File: src/rtl/core/fpp_pkg.sv
package fpp_pkg;

  localparam int unsigned TUNE_FACTOR_DEF = 4;

  localparam int unsigned FREQ_W   = 32;
  localparam int unsigned XTAL_W   = 26;
  localparam int unsigned DIV_W    = 10;
  localparam int unsigned MULT_W   = 7;
  localparam int unsigned NUM_W    = 20;
  localparam int unsigned WORD_W   = 18;
  localparam int unsigned BOUND_W  = 30;
  localparam int unsigned CFG_IDX_W = 2;
  localparam int unsigned CFG_DAT_W = 32;

  localparam logic [XTAL_W-1:0]  XTAL_RESET     = 26'd27000000;
  localparam logic [BOUND_W-1:0] PLL_MIN_HZ     = 30'd405000000;
  localparam logic [BOUND_W-1:0] PLL_MAX_HZ     = 30'd900000000;
  localparam logic [NUM_W-1:0]   FRAC_DENOM     = 20'd1048575;
  localparam int unsigned        PHASED_THRESH  = 3214286;
  localparam logic [BOUND_W-1:0] PHASED_LIMIT   = 30'd126;
  localparam logic [BOUND_W-1:0] PLAIN_LIMIT    = 30'd900;
  localparam logic [WORD_W-1:0]  P1_OFFSET      = 18'd512;
  localparam logic [6:0]         MULT_MIN       = 7'd15;
  localparam logic [6:0]         MULT_MAX       = 7'd90;

  localparam logic [CFG_IDX_W-1:0] REG_XTAL = 2'd0;
  localparam logic [CFG_IDX_W-1:0] REG_QUAD = 2'd1;

  typedef enum logic [3:0] {
    S_IDLE, S_FDIV, S_DMAX, S_DMIN, S_PICK, S_PMUL, S_PDIV, S_NMUL, S_NDIV, S_DONE
  } state_t;

endpackage

File: src/rtl/core/fpp_in_if.sv
interface fpp_in_if;
  logic                          valid;
  logic                          ready;
  logic [fpp_pkg::FREQ_W-1:0]    frequency_in;
  logic                          adopt_plan;
  modport source (output valid, frequency_in, adopt_plan, input ready);
  modport sink   (input valid, frequency_in, adopt_plan, output ready);
endinterface

File: src/rtl/core/fpp_out_if.sv
interface fpp_out_if;
  logic                          valid;
  logic                          ready;
  logic                          status;
  logic                          phased_mode;
  logic [fpp_pkg::DIV_W-1:0]     output_divider;
  logic [fpp_pkg::MULT_W-1:0]    pll_multiplier;
  logic [fpp_pkg::NUM_W-1:0]     pll_numerator;
  logic [fpp_pkg::WORD_W-1:0]    pll_word_p1;
  logic [fpp_pkg::NUM_W-1:0]     pll_word_p2;
  logic [fpp_pkg::WORD_W-1:0]    divider_word_p1;
  logic                          divide_by_four_flag;
  logic [7:0]                    clk1_phase_offset;
  modport source (output valid, status, phased_mode, output_divider, pll_multiplier,
                  pll_numerator, pll_word_p1, pll_word_p2, divider_word_p1,
                  divide_by_four_flag, clk1_phase_offset, input ready);
  modport sink   (input valid, status, phased_mode, output_divider, pll_multiplier,
                  pll_numerator, pll_word_p1, pll_word_p2, divider_word_p1,
                  divide_by_four_flag, clk1_phase_offset, output ready);
endinterface

File: src/rtl/core/fpp_cfg_if.sv
interface fpp_cfg_if;
  logic                           valid;
  logic                           ready;
  logic [fpp_pkg::CFG_IDX_W-1:0]  index;
  logic [fpp_pkg::CFG_DAT_W-1:0]  data;
  modport source (output valid, index, data, input ready);
  modport sink   (input valid, index, data, output ready);
endinterface

File: src/rtl/core/fractional_pll_frequency_planner_unit.sv
// Fractional-N PLL / multisynth frequency planner.
// in_ch:  one item = requested frequency (Hz times TUNE_FACTOR) plus adopt flag.
// out_ch: one result item per input item: status, divider, PLL ratio, packed words.
// cfg_ch: register writes (0 crystal frequency, 1 quadrature enable), always ready;
// write only while no item is in flight.
// Arithmetic runs through one shared restoring divider (1 quotient bit per cycle)
// and one 32x32 multiplier, stepped by a small sequencer. The divide by
// TUNE_FACTOR is a reciprocal multiply, the divide by 1048575 a shift and correct.
// A zero frequency goes straight to a failed result. Otherwise the sequencer works
// out the largest and smallest output divider, then tries the kept divider, the
// largest and the smallest in turn; each one in range is checked on its PLL ratio,
// and for the first that passes the fractional numerator is divided out.
// in_ready is high only while the sequencer idles, so one item is in flight at a
// time; the next item is accepted the cycle after the result is loaded.
// The result sits in an output register; the next item is accepted while it
// waits. If the receiver stalls, the sequencer holds its finished plan until
// the output register frees up, and the input stays stalled meanwhile.
// Reset (synchronous, rst_n low) restores crystal 27 MHz, quadrature on, and
// clears the kept divider and mode.
module fractional_pll_frequency_planner_unit #(
  parameter int unsigned TUNE_FACTOR = fpp_pkg::TUNE_FACTOR_DEF
) (
  input  logic         clk,
  input  logic         rst_n,
  fpp_in_if.sink       in_ch,
  fpp_out_if.source    out_ch,
  fpp_cfg_if.sink      cfg_ch
);

  localparam int unsigned QW = 48;   // divider dividend width
  localparam int unsigned DW = 32;   // divisor width
  localparam logic [fpp_pkg::FREQ_W:0] THRESH =
    (fpp_pkg::FREQ_W+1)'(fpp_pkg::PHASED_THRESH * TUNE_FACTOR);
  // f / TUNE_FACTOR = (f * (2^32 + TF_RECIP)) >> (32 + TF_LOG), exact for 32-bit f
  localparam int unsigned TF_LOG = $clog2(TUNE_FACTOR);
  localparam logic [31:0] TF_RECIP =
    32'((((64'd1 << (32 + TF_LOG)) + 64'(TUNE_FACTOR) - 64'd1) / 64'(TUNE_FACTOR))
        - (64'd1 << 32));

  fpp_pkg::state_t state_r, state_nxt;

  logic [fpp_pkg::XTAL_W-1:0] xtal_r;
  logic                       quad_r;
  logic [fpp_pkg::DIV_W-1:0]  cur_div_r;
  logic                       cur_ph_r;

  logic [fpp_pkg::FREQ_W-1:0]  f_r, f_nxt;
  logic                        adopt_r, adopt_nxt;
  logic                        ph_r, ph_nxt;
  logic [fpp_pkg::BOUND_W-1:0] dmax_r, dmax_nxt, dmin_r, dmin_nxt;
  logic [1:0]                  try_r, try_nxt;
  logic [fpp_pkg::DIV_W-1:0]   d_r, d_nxt;
  logic [fpp_pkg::MULT_W-1:0]  mult_r, mult_nxt;
  logic [fpp_pkg::XTAL_W-1:0]  prem_r, prem_nxt;
  logic [fpp_pkg::NUM_W-1:0]   num_r, num_nxt;
  logic [6:0]                  fract_r, fract_nxt;
  logic                        fail_r, fail_nxt;

  // shared divider
  logic [QW-1:0]  dq_r;
  logic [DW-1:0]  drem_r, dden_r;
  logic [5:0]     dcnt_r;
  logic           dbusy_r;
  logic           dstart;
  logic [QW-1:0]  dstart_num;
  logic [DW-1:0]  dstart_den;
  logic [5:0]     dstart_n;
  logic [DW:0]    dtrial;

  // shared multiplier
  logic [31:0]    mul_a;
  logic [31:0]    mul_b;
  logic [63:0]    mul_p;

  logic           out_valid_r;
  logic           load_out;

  assign mul_p = {32'd0, mul_a} * {32'd0, mul_b};
  assign dtrial = {drem_r, dq_r[QW-1]};

  assign in_ch.ready  = (state_r == fpp_pkg::S_IDLE);
  assign cfg_ch.ready = 1'b1;

  always_ff @(posedge clk) begin
    if (!rst_n) begin
      xtal_r <= fpp_pkg::XTAL_RESET;
      quad_r <= 1'b1;
    end else if (cfg_ch.valid) begin
      case (cfg_ch.index)
        fpp_pkg::REG_XTAL: xtal_r <= cfg_ch.data[fpp_pkg::XTAL_W-1:0];
        fpp_pkg::REG_QUAD: quad_r <= cfg_ch.data[0];
        default: ;
      endcase
    end
  end

  always_ff @(posedge clk) begin
    if (!rst_n) begin
      dbusy_r <= 1'b0;
      dcnt_r  <= '0;
    end else if (dstart) begin
      dbusy_r <= 1'b1;
      dcnt_r  <= dstart_n;
      dq_r    <= dstart_num << (6'(QW) - dstart_n);
      drem_r  <= '0;
      dden_r  <= dstart_den;
    end else if (dbusy_r) begin
      if (dtrial >= {1'b0, dden_r}) begin
        drem_r <= DW'(dtrial - {1'b0, dden_r});
        dq_r   <= {dq_r[QW-2:0], 1'b1};
      end else begin
        drem_r <= dtrial[DW-1:0];
        dq_r   <= {dq_r[QW-2:0], 1'b0};
      end
      dcnt_r  <= dcnt_r - 6'd1;
      dbusy_r <= (dcnt_r != 6'd1);
    end
  end

  function automatic logic div_ok(input logic [fpp_pkg::BOUND_W-1:0] d);
    div_ok = (d == 30'd4) || (d == 30'd6) || (d >= 30'd8 && d <= fpp_pkg::PLAIN_LIMIT);
  endfunction

  always_ff @(posedge clk) begin
    if (!rst_n) begin
      state_r <= fpp_pkg::S_IDLE;
      try_r   <= '0;
    end else begin
      state_r <= state_nxt;
      try_r   <= try_nxt;
    end
    f_r <= f_nxt; adopt_r <= adopt_nxt; ph_r <= ph_nxt;
    dmax_r <= dmax_nxt; dmin_r <= dmin_nxt; d_r <= d_nxt;
    mult_r <= mult_nxt; prem_r <= prem_nxt; num_r <= num_nxt;
    fract_r <= fract_nxt; fail_r <= fail_nxt;
  end

  always_comb begin
    logic [fpp_pkg::BOUND_W-1:0] cand, bnd;
    logic                        cand_ok;
    logic [6:0]                  q7;
    logic [67:0]                 fq;
    logic [31:0]                 fdiv;
    logic [26:0]                 fx;
    logic [20:0]                 fr_lo;
    state_nxt = state_r;
    f_nxt = f_r; adopt_nxt = adopt_r; ph_nxt = ph_r;
    dmax_nxt = dmax_r; dmin_nxt = dmin_r; try_nxt = try_r; d_nxt = d_r;
    mult_nxt = mult_r; prem_nxt = prem_r; num_nxt = num_r;
    fract_nxt = fract_r; fail_nxt = fail_r;
    dstart = 1'b0; dstart_num = '0; dstart_den = '0; dstart_n = '0;
    mul_a = f_r; mul_b = {22'd0, d_r};
    load_out = 1'b0;
    cand = '0; cand_ok = 1'b0; bnd = '0;
    q7 = dq_r[6:0];
    fq = '0; fdiv = '0; fx = '0; fr_lo = '0;
    case (state_r)
      fpp_pkg::S_IDLE: begin
        if (in_ch.valid) begin
          adopt_nxt = in_ch.adopt_plan;
          fail_nxt  = 1'b0;
          ph_nxt    = quad_r && ({1'b0, in_ch.frequency_in} > THRESH);
          f_nxt     = in_ch.frequency_in;
          if (ph_nxt) begin
            state_nxt = fpp_pkg::S_FDIV;
          end else if (in_ch.frequency_in == '0) begin
            fail_nxt = 1'b1; state_nxt = fpp_pkg::S_DONE;
          end else begin
            dstart = 1'b1; dstart_num = QW'(fpp_pkg::PLL_MAX_HZ);
            dstart_den = in_ch.frequency_in; dstart_n = 6'd30;
            state_nxt = fpp_pkg::S_DMAX;
          end
        end
      end
      fpp_pkg::S_FDIV: begin
        mul_b = TF_RECIP;
        fq = {4'd0, f_r, 32'd0} + {4'd0, mul_p};
        fdiv = fq[32 + TF_LOG +: 32];
        f_nxt = fdiv;
        if (fdiv == '0) begin
          fail_nxt = 1'b1; state_nxt = fpp_pkg::S_DONE;
        end else begin
          dstart = 1'b1; dstart_num = QW'(fpp_pkg::PLL_MAX_HZ);
          dstart_den = fdiv; dstart_n = 6'd30;
          state_nxt = fpp_pkg::S_DMAX;
        end
      end
      fpp_pkg::S_DMAX: begin
        if (!dbusy_r) begin
          bnd = dq_r[fpp_pkg::BOUND_W-1:0];
          if ((ph_r || bnd < 30'd8) && bnd[0]) bnd = bnd - 30'd1;
          dmax_nxt = bnd;
          dstart = 1'b1; dstart_num = QW'(fpp_pkg::PLL_MIN_HZ);
          dstart_den = f_r; dstart_n = 6'd30;
          state_nxt = fpp_pkg::S_DMIN;
        end
      end
      fpp_pkg::S_DMIN: begin
        if (!dbusy_r) begin
          bnd = dq_r[fpp_pkg::BOUND_W-1:0] + {29'd0, (drem_r != '0)};
          if ((ph_r || bnd < 30'd8) && bnd[0]) bnd = bnd + 30'd1;
          dmin_nxt = bnd;
          try_nxt = 2'd0;
          state_nxt = fpp_pkg::S_PICK;
        end
      end
      fpp_pkg::S_PICK: begin
        case (try_r)
          2'd0: begin
            cand = {20'd0, cur_div_r};
            cand_ok = (cur_ph_r == ph_r) && (cand >= dmin_r) && (cand <= dmax_r);
          end
          2'd1: begin
            cand = dmax_r;
            cand_ok = dmax_r <= (ph_r ? fpp_pkg::PHASED_LIMIT : fpp_pkg::PLAIN_LIMIT);
          end
          2'd2: begin
            cand = dmin_r;
            cand_ok = dmin_r >= 30'd4;
          end
          default: ;
        endcase
        if (try_r == 2'd3) begin
          fail_nxt = 1'b1; state_nxt = fpp_pkg::S_DONE;
        end else if (cand_ok && div_ok(cand) && xtal_r != '0) begin
          d_nxt = cand[fpp_pkg::DIV_W-1:0];
          state_nxt = fpp_pkg::S_PMUL;
        end else begin
          try_nxt = try_r + 2'd1;
        end
      end
      fpp_pkg::S_PMUL: begin
        dstart = 1'b1; dstart_num = mul_p[QW-1:0];
        dstart_den = DW'(xtal_r); dstart_n = 6'd42;
        state_nxt = fpp_pkg::S_PDIV;
      end
      fpp_pkg::S_PDIV: begin
        if (!dbusy_r) begin
          if (dq_r[41:7] != '0 || q7 < fpp_pkg::MULT_MIN || q7 > fpp_pkg::MULT_MAX) begin
            try_nxt = try_r + 2'd1;
            state_nxt = fpp_pkg::S_PICK;
          end else begin
            mult_nxt = q7;
            prem_nxt = drem_r[fpp_pkg::XTAL_W-1:0];
            state_nxt = fpp_pkg::S_NMUL;
          end
        end
      end
      fpp_pkg::S_NMUL: begin
        mul_a = 32'(prem_r); mul_b = {12'd0, fpp_pkg::FRAC_DENOM};
        dstart = 1'b1; dstart_num = mul_p[QW-1:0];
        dstart_den = DW'(xtal_r); dstart_n = 6'd46;
        state_nxt = fpp_pkg::S_NDIV;
      end
      fpp_pkg::S_NDIV: begin
        if (!dbusy_r) begin
          num_nxt = dq_r[fpp_pkg::NUM_W-1:0];
          // x / (2^20 - 1): x = q*2^20 + lo = q*(2^20 - 1) + (lo + q), one correction
          fx = {dq_r[fpp_pkg::NUM_W-1:0], 7'd0};
          fr_lo = {1'b0, fx[19:0]} + {14'd0, fx[26:20]};
          fract_nxt = fx[26:20] + {6'd0, (fr_lo >= {1'b0, fpp_pkg::FRAC_DENOM})};
          state_nxt = fpp_pkg::S_DONE;
        end
      end
      fpp_pkg::S_DONE: begin
        if (!out_valid_r || out_ch.ready) begin
          load_out = 1'b1;
          state_nxt = fpp_pkg::S_IDLE;
        end
      end
      default: state_nxt = fpp_pkg::S_IDLE;
    endcase
  end

  always_ff @(posedge clk) begin
    if (!rst_n) begin
      out_valid_r <= 1'b0;
      cur_div_r   <= '0;
      cur_ph_r    <= 1'b0;
    end else begin
      if (load_out) out_valid_r <= 1'b1;
      else if (out_ch.ready) out_valid_r <= 1'b0;
      if (load_out && !fail_r && adopt_r) begin
        cur_div_r <= d_r;
        cur_ph_r  <= ph_r;
      end
    end
  end

  always_ff @(posedge clk) begin
    if (load_out) begin
      out_ch.status <= fail_r;
      if (fail_r) begin
        out_ch.phased_mode         <= 1'b0;
        out_ch.output_divider      <= '0;
        out_ch.pll_multiplier      <= '0;
        out_ch.pll_numerator       <= '0;
        out_ch.pll_word_p1         <= '0;
        out_ch.pll_word_p2         <= '0;
        out_ch.divider_word_p1     <= '0;
        out_ch.divide_by_four_flag <= 1'b0;
        out_ch.clk1_phase_offset   <= '0;
      end else begin
        out_ch.phased_mode         <= ph_r;
        out_ch.output_divider      <= d_r;
        out_ch.pll_multiplier      <= mult_r;
        out_ch.pll_numerator       <= num_r;
        out_ch.pll_word_p1         <= {4'd0, mult_r, 7'd0} + {11'd0, fract_r}
                                      - fpp_pkg::P1_OFFSET;
        out_ch.pll_word_p2         <= 20'({num_r, 7'd0}
                                      - {7'd0, fpp_pkg::FRAC_DENOM} * {20'd0, fract_r});
        out_ch.divider_word_p1     <= {1'b0, d_r, 7'd0} - fpp_pkg::P1_OFFSET;
        out_ch.divide_by_four_flag <= (d_r == 10'd4);
        out_ch.clk1_phase_offset   <= ph_r ? d_r[7:0] : 8'd0;
      end
    end
  end

  assign out_ch.valid = out_valid_r;

`ifndef SYNTHESIS
  a_idle_div: assert property (@(posedge clk) disable iff (!rst_n)
    (state_r == fpp_pkg::S_IDLE) |-> !dbusy_r) else $error("divider busy while idle");
  a_ok_range: assert property (@(posedge clk) disable iff (!rst_n)
    (out_valid_r && !out_ch.status) |-> (out_ch.output_divider >= 10'd4 &&
      out_ch.output_divider <= 10'd900 && out_ch.pll_multiplier >= 7'd15 &&
      out_ch.pll_multiplier <= 7'd90)) else $error("plan out of range");
  a_fail_zero: assert property (@(posedge clk) disable iff (!rst_n)
    (out_valid_r && out_ch.status) |-> (out_ch.output_divider == '0 &&
      !out_ch.phased_mode && out_ch.pll_numerator == '0)) else $error("fail fields nonzero");
  a_load_free: assert property (@(posedge clk) disable iff (!rst_n)
    load_out |-> (!out_valid_r || out_ch.ready)) else $error("result overwritten");
`endif

endmodule
File: src/flat_wrapper.sv
// flat-port wrapper written by rule: the top's interface ports become plain ports
module fractional_pll_frequency_planner_unit_flat 
#(
  parameter int unsigned TUNE_FACTOR = fpp_pkg::TUNE_FACTOR_DEF
)
  (clk, rst_n, in_ch_valid, in_ch_frequency_in, in_ch_adopt_plan, in_ch_ready, out_ch_valid, out_ch_status, out_ch_phased_mode, out_ch_output_divider, out_ch_pll_multiplier, out_ch_pll_numerator, out_ch_pll_word_p1, out_ch_pll_word_p2, out_ch_divider_word_p1, out_ch_divide_by_four_flag, out_ch_clk1_phase_offset, out_ch_ready, cfg_ch_valid, cfg_ch_index, cfg_ch_data, cfg_ch_ready);
  fpp_in_if in_ch_i ();
  fpp_out_if out_ch_i ();
  fpp_cfg_if cfg_ch_i ();
  input  logic clk;
  input  logic rst_n;
  input wire logic [$bits(in_ch_i.valid)-1:0] in_ch_valid;
  input wire logic [$bits(in_ch_i.frequency_in)-1:0] in_ch_frequency_in;
  input wire logic [$bits(in_ch_i.adopt_plan)-1:0] in_ch_adopt_plan;
  output wire logic [$bits(in_ch_i.ready)-1:0] in_ch_ready;
  output wire logic [$bits(out_ch_i.valid)-1:0] out_ch_valid;
  output wire logic [$bits(out_ch_i.status)-1:0] out_ch_status;
  output wire logic [$bits(out_ch_i.phased_mode)-1:0] out_ch_phased_mode;
  output wire logic [$bits(out_ch_i.output_divider)-1:0] out_ch_output_divider;
  output wire logic [$bits(out_ch_i.pll_multiplier)-1:0] out_ch_pll_multiplier;
  output wire logic [$bits(out_ch_i.pll_numerator)-1:0] out_ch_pll_numerator;
  output wire logic [$bits(out_ch_i.pll_word_p1)-1:0] out_ch_pll_word_p1;
  output wire logic [$bits(out_ch_i.pll_word_p2)-1:0] out_ch_pll_word_p2;
  output wire logic [$bits(out_ch_i.divider_word_p1)-1:0] out_ch_divider_word_p1;
  output wire logic [$bits(out_ch_i.divide_by_four_flag)-1:0] out_ch_divide_by_four_flag;
  output wire logic [$bits(out_ch_i.clk1_phase_offset)-1:0] out_ch_clk1_phase_offset;
  input wire logic [$bits(out_ch_i.ready)-1:0] out_ch_ready;
  input wire logic [$bits(cfg_ch_i.valid)-1:0] cfg_ch_valid;
  input wire logic [$bits(cfg_ch_i.index)-1:0] cfg_ch_index;
  input wire logic [$bits(cfg_ch_i.data)-1:0] cfg_ch_data;
  output wire logic [$bits(cfg_ch_i.ready)-1:0] cfg_ch_ready;
  assign in_ch_i.valid = in_ch_valid;
  assign in_ch_i.frequency_in = in_ch_frequency_in;
  assign in_ch_i.adopt_plan = in_ch_adopt_plan;
  assign in_ch_ready = in_ch_i.ready;
  assign out_ch_valid = out_ch_i.valid;
  assign out_ch_status = out_ch_i.status;
  assign out_ch_phased_mode = out_ch_i.phased_mode;
  assign out_ch_output_divider = out_ch_i.output_divider;
  assign out_ch_pll_multiplier = out_ch_i.pll_multiplier;
  assign out_ch_pll_numerator = out_ch_i.pll_numerator;
  assign out_ch_pll_word_p1 = out_ch_i.pll_word_p1;
  assign out_ch_pll_word_p2 = out_ch_i.pll_word_p2;
  assign out_ch_divider_word_p1 = out_ch_i.divider_word_p1;
  assign out_ch_divide_by_four_flag = out_ch_i.divide_by_four_flag;
  assign out_ch_clk1_phase_offset = out_ch_i.clk1_phase_offset;
  assign out_ch_i.ready = out_ch_ready;
  assign cfg_ch_i.valid = cfg_ch_valid;
  assign cfg_ch_i.index = cfg_ch_index;
  assign cfg_ch_i.data = cfg_ch_data;
  assign cfg_ch_ready = cfg_ch_i.ready;
  fractional_pll_frequency_planner_unit #(.TUNE_FACTOR(TUNE_FACTOR)) u_core (.clk(clk), .rst_n(rst_n), .in_ch(in_ch_i), .out_ch(out_ch_i), .cfg_ch(cfg_ch_i));
endmodule
File: config.mk
export PLATFORM = sky130hd
export DESIGN_NAME = fractional_pll_frequency_planner_unit_flat
export DESIGN_NICKNAME = d
export VERILOG_FILES = /design/src/rtl/core/fpp_pkg.sv /design/src/rtl/core/fpp_in_if.sv /design/src/rtl/core/fpp_out_if.sv /design/src/rtl/core/fpp_cfg_if.sv /design/src/rtl/core/fractional_pll_frequency_planner_unit.sv /design/src/flat_wrapper.sv
export SDC_FILE = /design/constraint.sdc
export NUM_CORES = 2
export LEC_CHECK = 0
export BUFFER_PORTS_ARGS = -buffer_cell sky130_fd_sc_hd__buf_2
export CAP_MARGIN = 0
export CORE_AREA = 2 2 240 419
export DETAILED_ROUTE_END_ITERATION = 12
export DIE_AREA = 0 0 242 421
export HOLD_SLACK_MARGIN = 0.06
export PLACE_DENSITY = 0.62
export SETUP_SLACK_MARGIN = 0.1
export SLEW_MARGIN = 15
export SYNTH_ARGS = -nofsm -noshare
export SYNTH_HDL_FRONTEND = slang
export SYNTH_SLANG_ARGS = --single-unit
File: constraint.sdc
create_clock -name clk -period 12.4 [get_ports clk]
set_input_delay 2.48 -clock clk [delete_from_list [all_inputs] [get_ports clk]]
set_output_delay 2.48 -clock clk [all_outputs]
set_load 0.02 [all_outputs]
### Yosys cells after proc, flatten, opt, wreduce, memory -nomap -nowiden

Cells that the tools add are included.

| cells by class | value |
|---|---|
| reduce and logical (&&, ||, !) cells | 48 |
| muxes and demuxes | 73 |
| bitwise gates (word level) | 4 |
| $lt $le $gt $ge | 13 |
| equal/unequal tests | 30 |
| divide/modulo/power cells | 0 |
| shifts and indexed selects | 1 |
| add/subtract/negate cells | 14 |
| multiply operators | 2 |

Operator list:

| cell | number |
|---|---|
| $mux W32 | 9 |
| $mux W48 | 4 |
| $pmux W48 S4 | 1 |
| $mux W30 | 5 |
| $pmux W32 S4 | 1 |
| $pmux W30 S3 | 1 |
| $add A64 B64 Y65 | 1 |
| $logic_not A32 Y1 | 2 |
| $pmux W32 S2 | 1 |
| $eq A30 B3 Y1 const B | 2 |
| $lt A30 B4 Y1 const B | 2 |
| $mul A32 B20 Y52 | 1 |
| $shl A48 B6 Y48 | 1 |
| $mux W4 | 11 |
| $pmux W20 S2 | 1 |
| $pmux W4 S10 | 1 |
| $reduce_bool A35 Y1 | 1 |
| $ge A33 B32 Y1 | 1 |
| $gt A32 B24 Y1 const B | 1 |
| $reduce_bool A32 Y1 | 1 |
| $sub A32 B32 Y32 | 1 |
| $add A30 B1 Y30 | 1 |
| $add A30 B1 Y30 const B | 1 |
| $ge A10 B30 Y1 | 1 |
| other kinds (56) | 133 |

| word-level totals | value |
|---|---|
| register bits after elaboration | 433 |
| output and inout port bits | 107 |
| logic and storage cells | 218 |
| bits in writable memories | 0 |
| bits in latches | 0 |
| input bits | 72 |
| memories | 0 |
| memory bits (read-only) | 0 |

### Longest topological paths before layout

| depth | value |
|---|---|
| depth after elaboration | 11 |
| mapped depth | 65 |
| depth with buffers taken out | 58 |

### Least setup slack after synthesis

Ideal clock, no wire load.

| path | value |
|---|---|
| path kind | register -> register |
| start point | reg u_core.state_r[2] |
| end point | reg u_core.dq_r[34], data pin |
| stages on the path, launching flop included | 58 |
| library setup time | 273 ps |
| arrival | 13423 ps |
| data required time | 12127 ps |
| buffers on the path | 9 |
| path slack | -1297 ps |
| period minus slack after synthesis | 13697 ps |
| cells stage by stage | dfxtp_1 clkbuf_1 nand2_1 nor2_1 clkbuf_1 nor2_1 nor2_1 clkbuf_1 nand2_1 fa_1 fa_1 fa_1 fa_1 inv_1 fa_1 fa_1 inv_1 fa_1 (+22 left out) o311a_1 a21oi_1 and4b_1 and3_2 a21o_1 buf_4 nand3_4 clkinv_2 buf_6 buf_4 ha_1 buf_1 mux2i_1 a211o_1 a211o_1 clkbuf_1 a2111oi_0 a211oi_1 |

| between the ends | value |
|---|---|
| cells in the longest elaborated chain, start to end | 10 |
| elaborated cells between the ends (all ways) | 20 |
| those cells by class | add/sub (2); mul (1); eq/ne (4); shift (1); mux (9); reduce/logical (3) |

Ends and longest elaborated chain:

| element | line | source |
|---|---|---|
| from (decl) | fractional_pll_frequency_planner_unit.sv:40 | `fpp_pkg::state_t state_r, state_nxt;` |
| from (signal assigned) | fractional_pll_frequency_planner_unit.sv:126 | `state_r <= fpp_pkg::S_IDLE;` |
| from (signal assigned) | fractional_pll_frequency_planner_unit.sv:129 | `state_r <= state_nxt;` |
| $eq A4 B3 Y1 / $eq A4 B1 Y1 (equally long branches) | fractional_pll_frequency_planner_unit.sv:157 | `case (state_r)` |
| $pmux W20 S2 / $mux W32 (equally long branches) | fractional_pll_frequency_planner_unit.sv:157 |  |
| $mul A32 B20 Y52 | fractional_pll_frequency_planner_unit.sv:78 | `assign mul_p = {32'd0, mul_a} * {32'd0, mul_b};` |
| $add A64 B64 Y65 | fractional_pll_frequency_planner_unit.sv:177 | `fq = {4'd0, f_r, 32'd0} + {4'd0, mul_p};` |
| $logic_not A32 Y1 | fractional_pll_frequency_planner_unit.sv:180 | `if (fdiv == '0) begin` |
| $mux W5 | fractional_pll_frequency_planner_unit.sv:180 |  |
| $pmux W6 S5 | fractional_pll_frequency_planner_unit.sv:157 |  |
| $sub A6 B6 Y6 | fractional_pll_frequency_planner_unit.sv:104 | `dq_r <= dstart_num << (6'(QW) - dstart_n);` |
| $shl A48 B6 Y48 | fractional_pll_frequency_planner_unit.sv:104 |  |
| $mux W48 (*) | fractional_pll_frequency_planner_unit.sv:101 | `end else if (dstart) begin` |
| to (signal assigned) | fractional_pll_frequency_planner_unit.sv:104 |  |
| to (signal assigned) | fractional_pll_frequency_planner_unit.sv:110 | `dq_r <= {dq_r[QW-2:0], 1'b1};` |
| to (signal assigned) | fractional_pll_frequency_planner_unit.sv:113 | `dq_r <= {dq_r[QW-2:0], 1'b0};` |
| to (decl) | fractional_pll_frequency_planner_unit.sv:60 | `logic [QW-1:0] dq_r;` |

Every way passes the cells marked *; elsewhere a longest branch is shown, timed or not.
A chain may end at the register's enable or synchronous reset.

### Final worst setup path

| path | value |
|---|---|
| start point | reg u_core.state_r[0] |
| end point | reg u_core.dq_r[23], data pin |

The elaborated chain is that of the path after synthesis.

==> reports/results.tsv <==
metric	value	unit
status	finished with violations	
failing checks	negative setup slack	
worst slew pin tran	1.200	ns
worst clock skew	0.03775	ns
Synth Register Bits	421	
Rel. slew slack	18.94	%
critical path launch point type	flop	
Post-synth EDFFs	369	
clk_lat worst skew	0.62	ns
gpl congestion	1.002	
Syn Area/Cell	9.410	sq um
clk buf depth	3	
area grow syn2layout	24.80	%
share of post-route cells with drive strength above 1	23.90	%
Die X	242	um
Via density	5.539	
First-pass DRT Iterations	9	
CP Max Fanout	7	
Worst Setup Slack, final	-0.7806	ns
CTS Root Cell	clkbuf_16	
post-DP HPWL	130700	um
post-synthesis cell area	44030	sq um
Critical Path AT	13.54	ns
Residual DRC	0	
Die Ht	421	um
CTS Buf Count	44	
CP peak stage delay	0.64	ns
CP max-delay cell	fa_2	
largest net degree at the start of global routing	75	
global route total overflow	0	
# diodes	0	
kind of critical path	reg -> reg	
Die Area	101900	sq um
Area after DPL	51070	sq um
total track usage	30.81	%
FP Rows	153	
I/O pin total	179	
Hold-fix buffers, CTS	0	
critical path's most frequent cell	fa_1	
CTS tree	built	
crit end category	flop	
Clock transition at path regs	0.06	ns
Final Max Tran Viols	0	
initial antenna violation count	1	
Starting Density	44.57	%
Seq/Total Area, Yosys	27.53	%
clock sink total	421	
Hold Crit Class	reg -> reg	
Fmax	75.87	MHz
Via Count	37448	
PortBufs	164	
RSZ-0062 raised after global routing	yes	
Setup violations, final	161	
min Tclk post-route	13.18	ns
fin area	54950	sq um
Syn Inst Count	4679	
Nets	6287	
maxcap violations	0	
Synth cell types	94	
core area	98780	sq um
Synth Flop Type	edfxtp_1	
first-pass GRT wire length	233700	um
H-tree levels	2	
initial drt markers	2376	
total routed wirelength	157700	um
Synth Warn #	0	
vias in the first global route	39116	
WP data required	12.76	ns
Fin. Hold Viols	0	
routed len/inst	23.32	um
ys async rst share	0	%
antenna-violating nets left	0	
period utilisation layout	106.3	%
cells in the mapped netlist (14+ instances only):
library cell / instances / area share (%)
a21oi_1: 188 / 2.1
nor2_1: 462 / 3.9
nor2b_1: 56 / 0.80
nor4_1: 47 / 0.67
nand2_1: 502 / 4.3
buf_1: 16 / 0.14
xnor2_1: 124 / 2.5
inv_1: 684 / 5.8
clkbuf_1: 180 / 1.5
xor2_1: 74 / 1.5
o21a_1: 30 / 0.51
and2_1: 40 / 0.57
a31oi_1: 35 / 0.50
a211oi_1: 34 / 0.58
fa_1: 510 / 23
o21ai_0: 166 / 1.9
nand4_1: 42 / 0.60
or3_1: 19 / 0.27
nand2b_1: 24 / 0.34
a21boi_0: 32 / 0.55
a222oi_1: 36 / 0.82
dfxtp_1: 52 / 2.4
o21bai_1: 16 / 0.27
o31ai_1: 20 / 0.34
mux2i_1: 48 / 1.1
ha_1: 297 / 8.4
buf_4: 17 / 0.29
a21o_1: 72 / 1.2
nor3_1: 74 / 0.84
nand3_1: 96 / 1.1
or2_2: 14 / 0.20
and3_1: 44 / 0.63
edfxtp_1: 369 / 25
worst paths after layout:
check                           slack (ns)         startpoint           endpoint  cells after the start
worst max register to register       -0.78  u_core.state_r[0]    u_core.dq_r[23]                     57
worst max-delay path                 -0.78  u_core.state_r[0]    u_core.dq_r[23]                     57
worst min register to register        0.51  u_core.xtal_r[19]  u_core.xtal_r[19]                      2
worst min-delay path                  0.51  u_core.xtal_r[19]  u_core.xtal_r[19]                      2
timing repair:
item | CTS | global route
pin swaps | 28 | 205
setup buffers | 27 | 51
gates resized for setup | 118 | 290
endpoints found under the setup margin | 200 | 203
cloned | 3 | 2
layout make-up:
class                   count  area (sq um)
fillers                  8918         43830
multi-input cells        3380         30160
flip-flops and latches    421         12120
repair buffers            875          6877
inverters                 686          2599
well taps                1317          1648
clock buffers              64          1301
clock inverters            18         235.2
flip-flops by register name, summed over array words and instances, names as in the netlist, 26 cells and up:
signal and count:
u_core.f_r 32, u_core.xtal_r 26, u_core.prem_r 26, u_core.drem_r 32, u_core.dmax_r 30, u_core.dmin_r 30
u_core.dden_r 32, u_core.dq_r 48
critical path: cells and delay by family (launching register included):
kind | cells | cell delay, ns
fa+ha+maj | 10 | 4.15
simple gates | 12 | 1.93
flops | 1 | 0.32
buf+inv | 13 | 1.43
mux | 1 | 0.08
compound gates | 21 | 4.99
cells by family (layout without fill, tap and decap cells):
logic type	Yosys count	count (layout)	synth area share, %
AND/OR/NAND/NOR	1486	1487	15.44
buffers and inverters	915	1643	8.037
adder cells (fa/ha/maj)	810	810	31.70
AO/OA/AOI/OAI	793	793	12.08
flip-flops	421	421	27.53
XOR/XNOR	198	198	3.939
multiplexers	54	54	1.250
other	2	38	0.01706
layer usage:
metal  vias up  track usage [%]  wire [um]
met4         0            31.81      19920
met2      1293            56.72      82930
met3       582            3.489       6594
met5         -                0          0
met1     18416            28.43      48240
li1      17157                -          -
per-stage QoR:
| stage | utilization (%) | std cells | hold WS [ns] | setup TNS (ns) | setup WS (ns) |
|---|---|---|---|---|---|
| 2_1_floorplan | - | 4715 | 0.4206 | -5.068 | -0.1205 |
| 3_3_place_gp | 51.70 | 6596 | 0.4899 | -80.75 | -1.114 |
| 3_5_place_dp | 51.70 | 6596 | 0.4958 | -95.09 | -1.220 |
| 4_1_cts | 54.04 | 6708 | 0.5039 | -30.26 | -0.6806 |
| 5_1_grt | 55.63 | 6761 | 0.5333 | -111.12 | -1.118 |
| 6_report | 55.63 | 6761 | 0.5105 | -52.95 | -0.7806 |
cells in the final DEF, fill, tap and decap left out, types with 55 or more instances in the layout:
master / count
nor2b_1: 55
buf_4: 625
o21ai_0: 129
a21o_1: 71
xnor2_1: 121
buf_2: 164
ha_1: 271
nor3_1: 62
edfxtp_1: 369
nor2_1: 416
nand2_1: 467
xor2_1: 74
nand3_1: 96
fa_1: 478
inv_1: 652
a21oi_1: 150
Power is not shown: default switching activity piles up to over one toggle a cycle in this logic, so the estimate is an artifact.
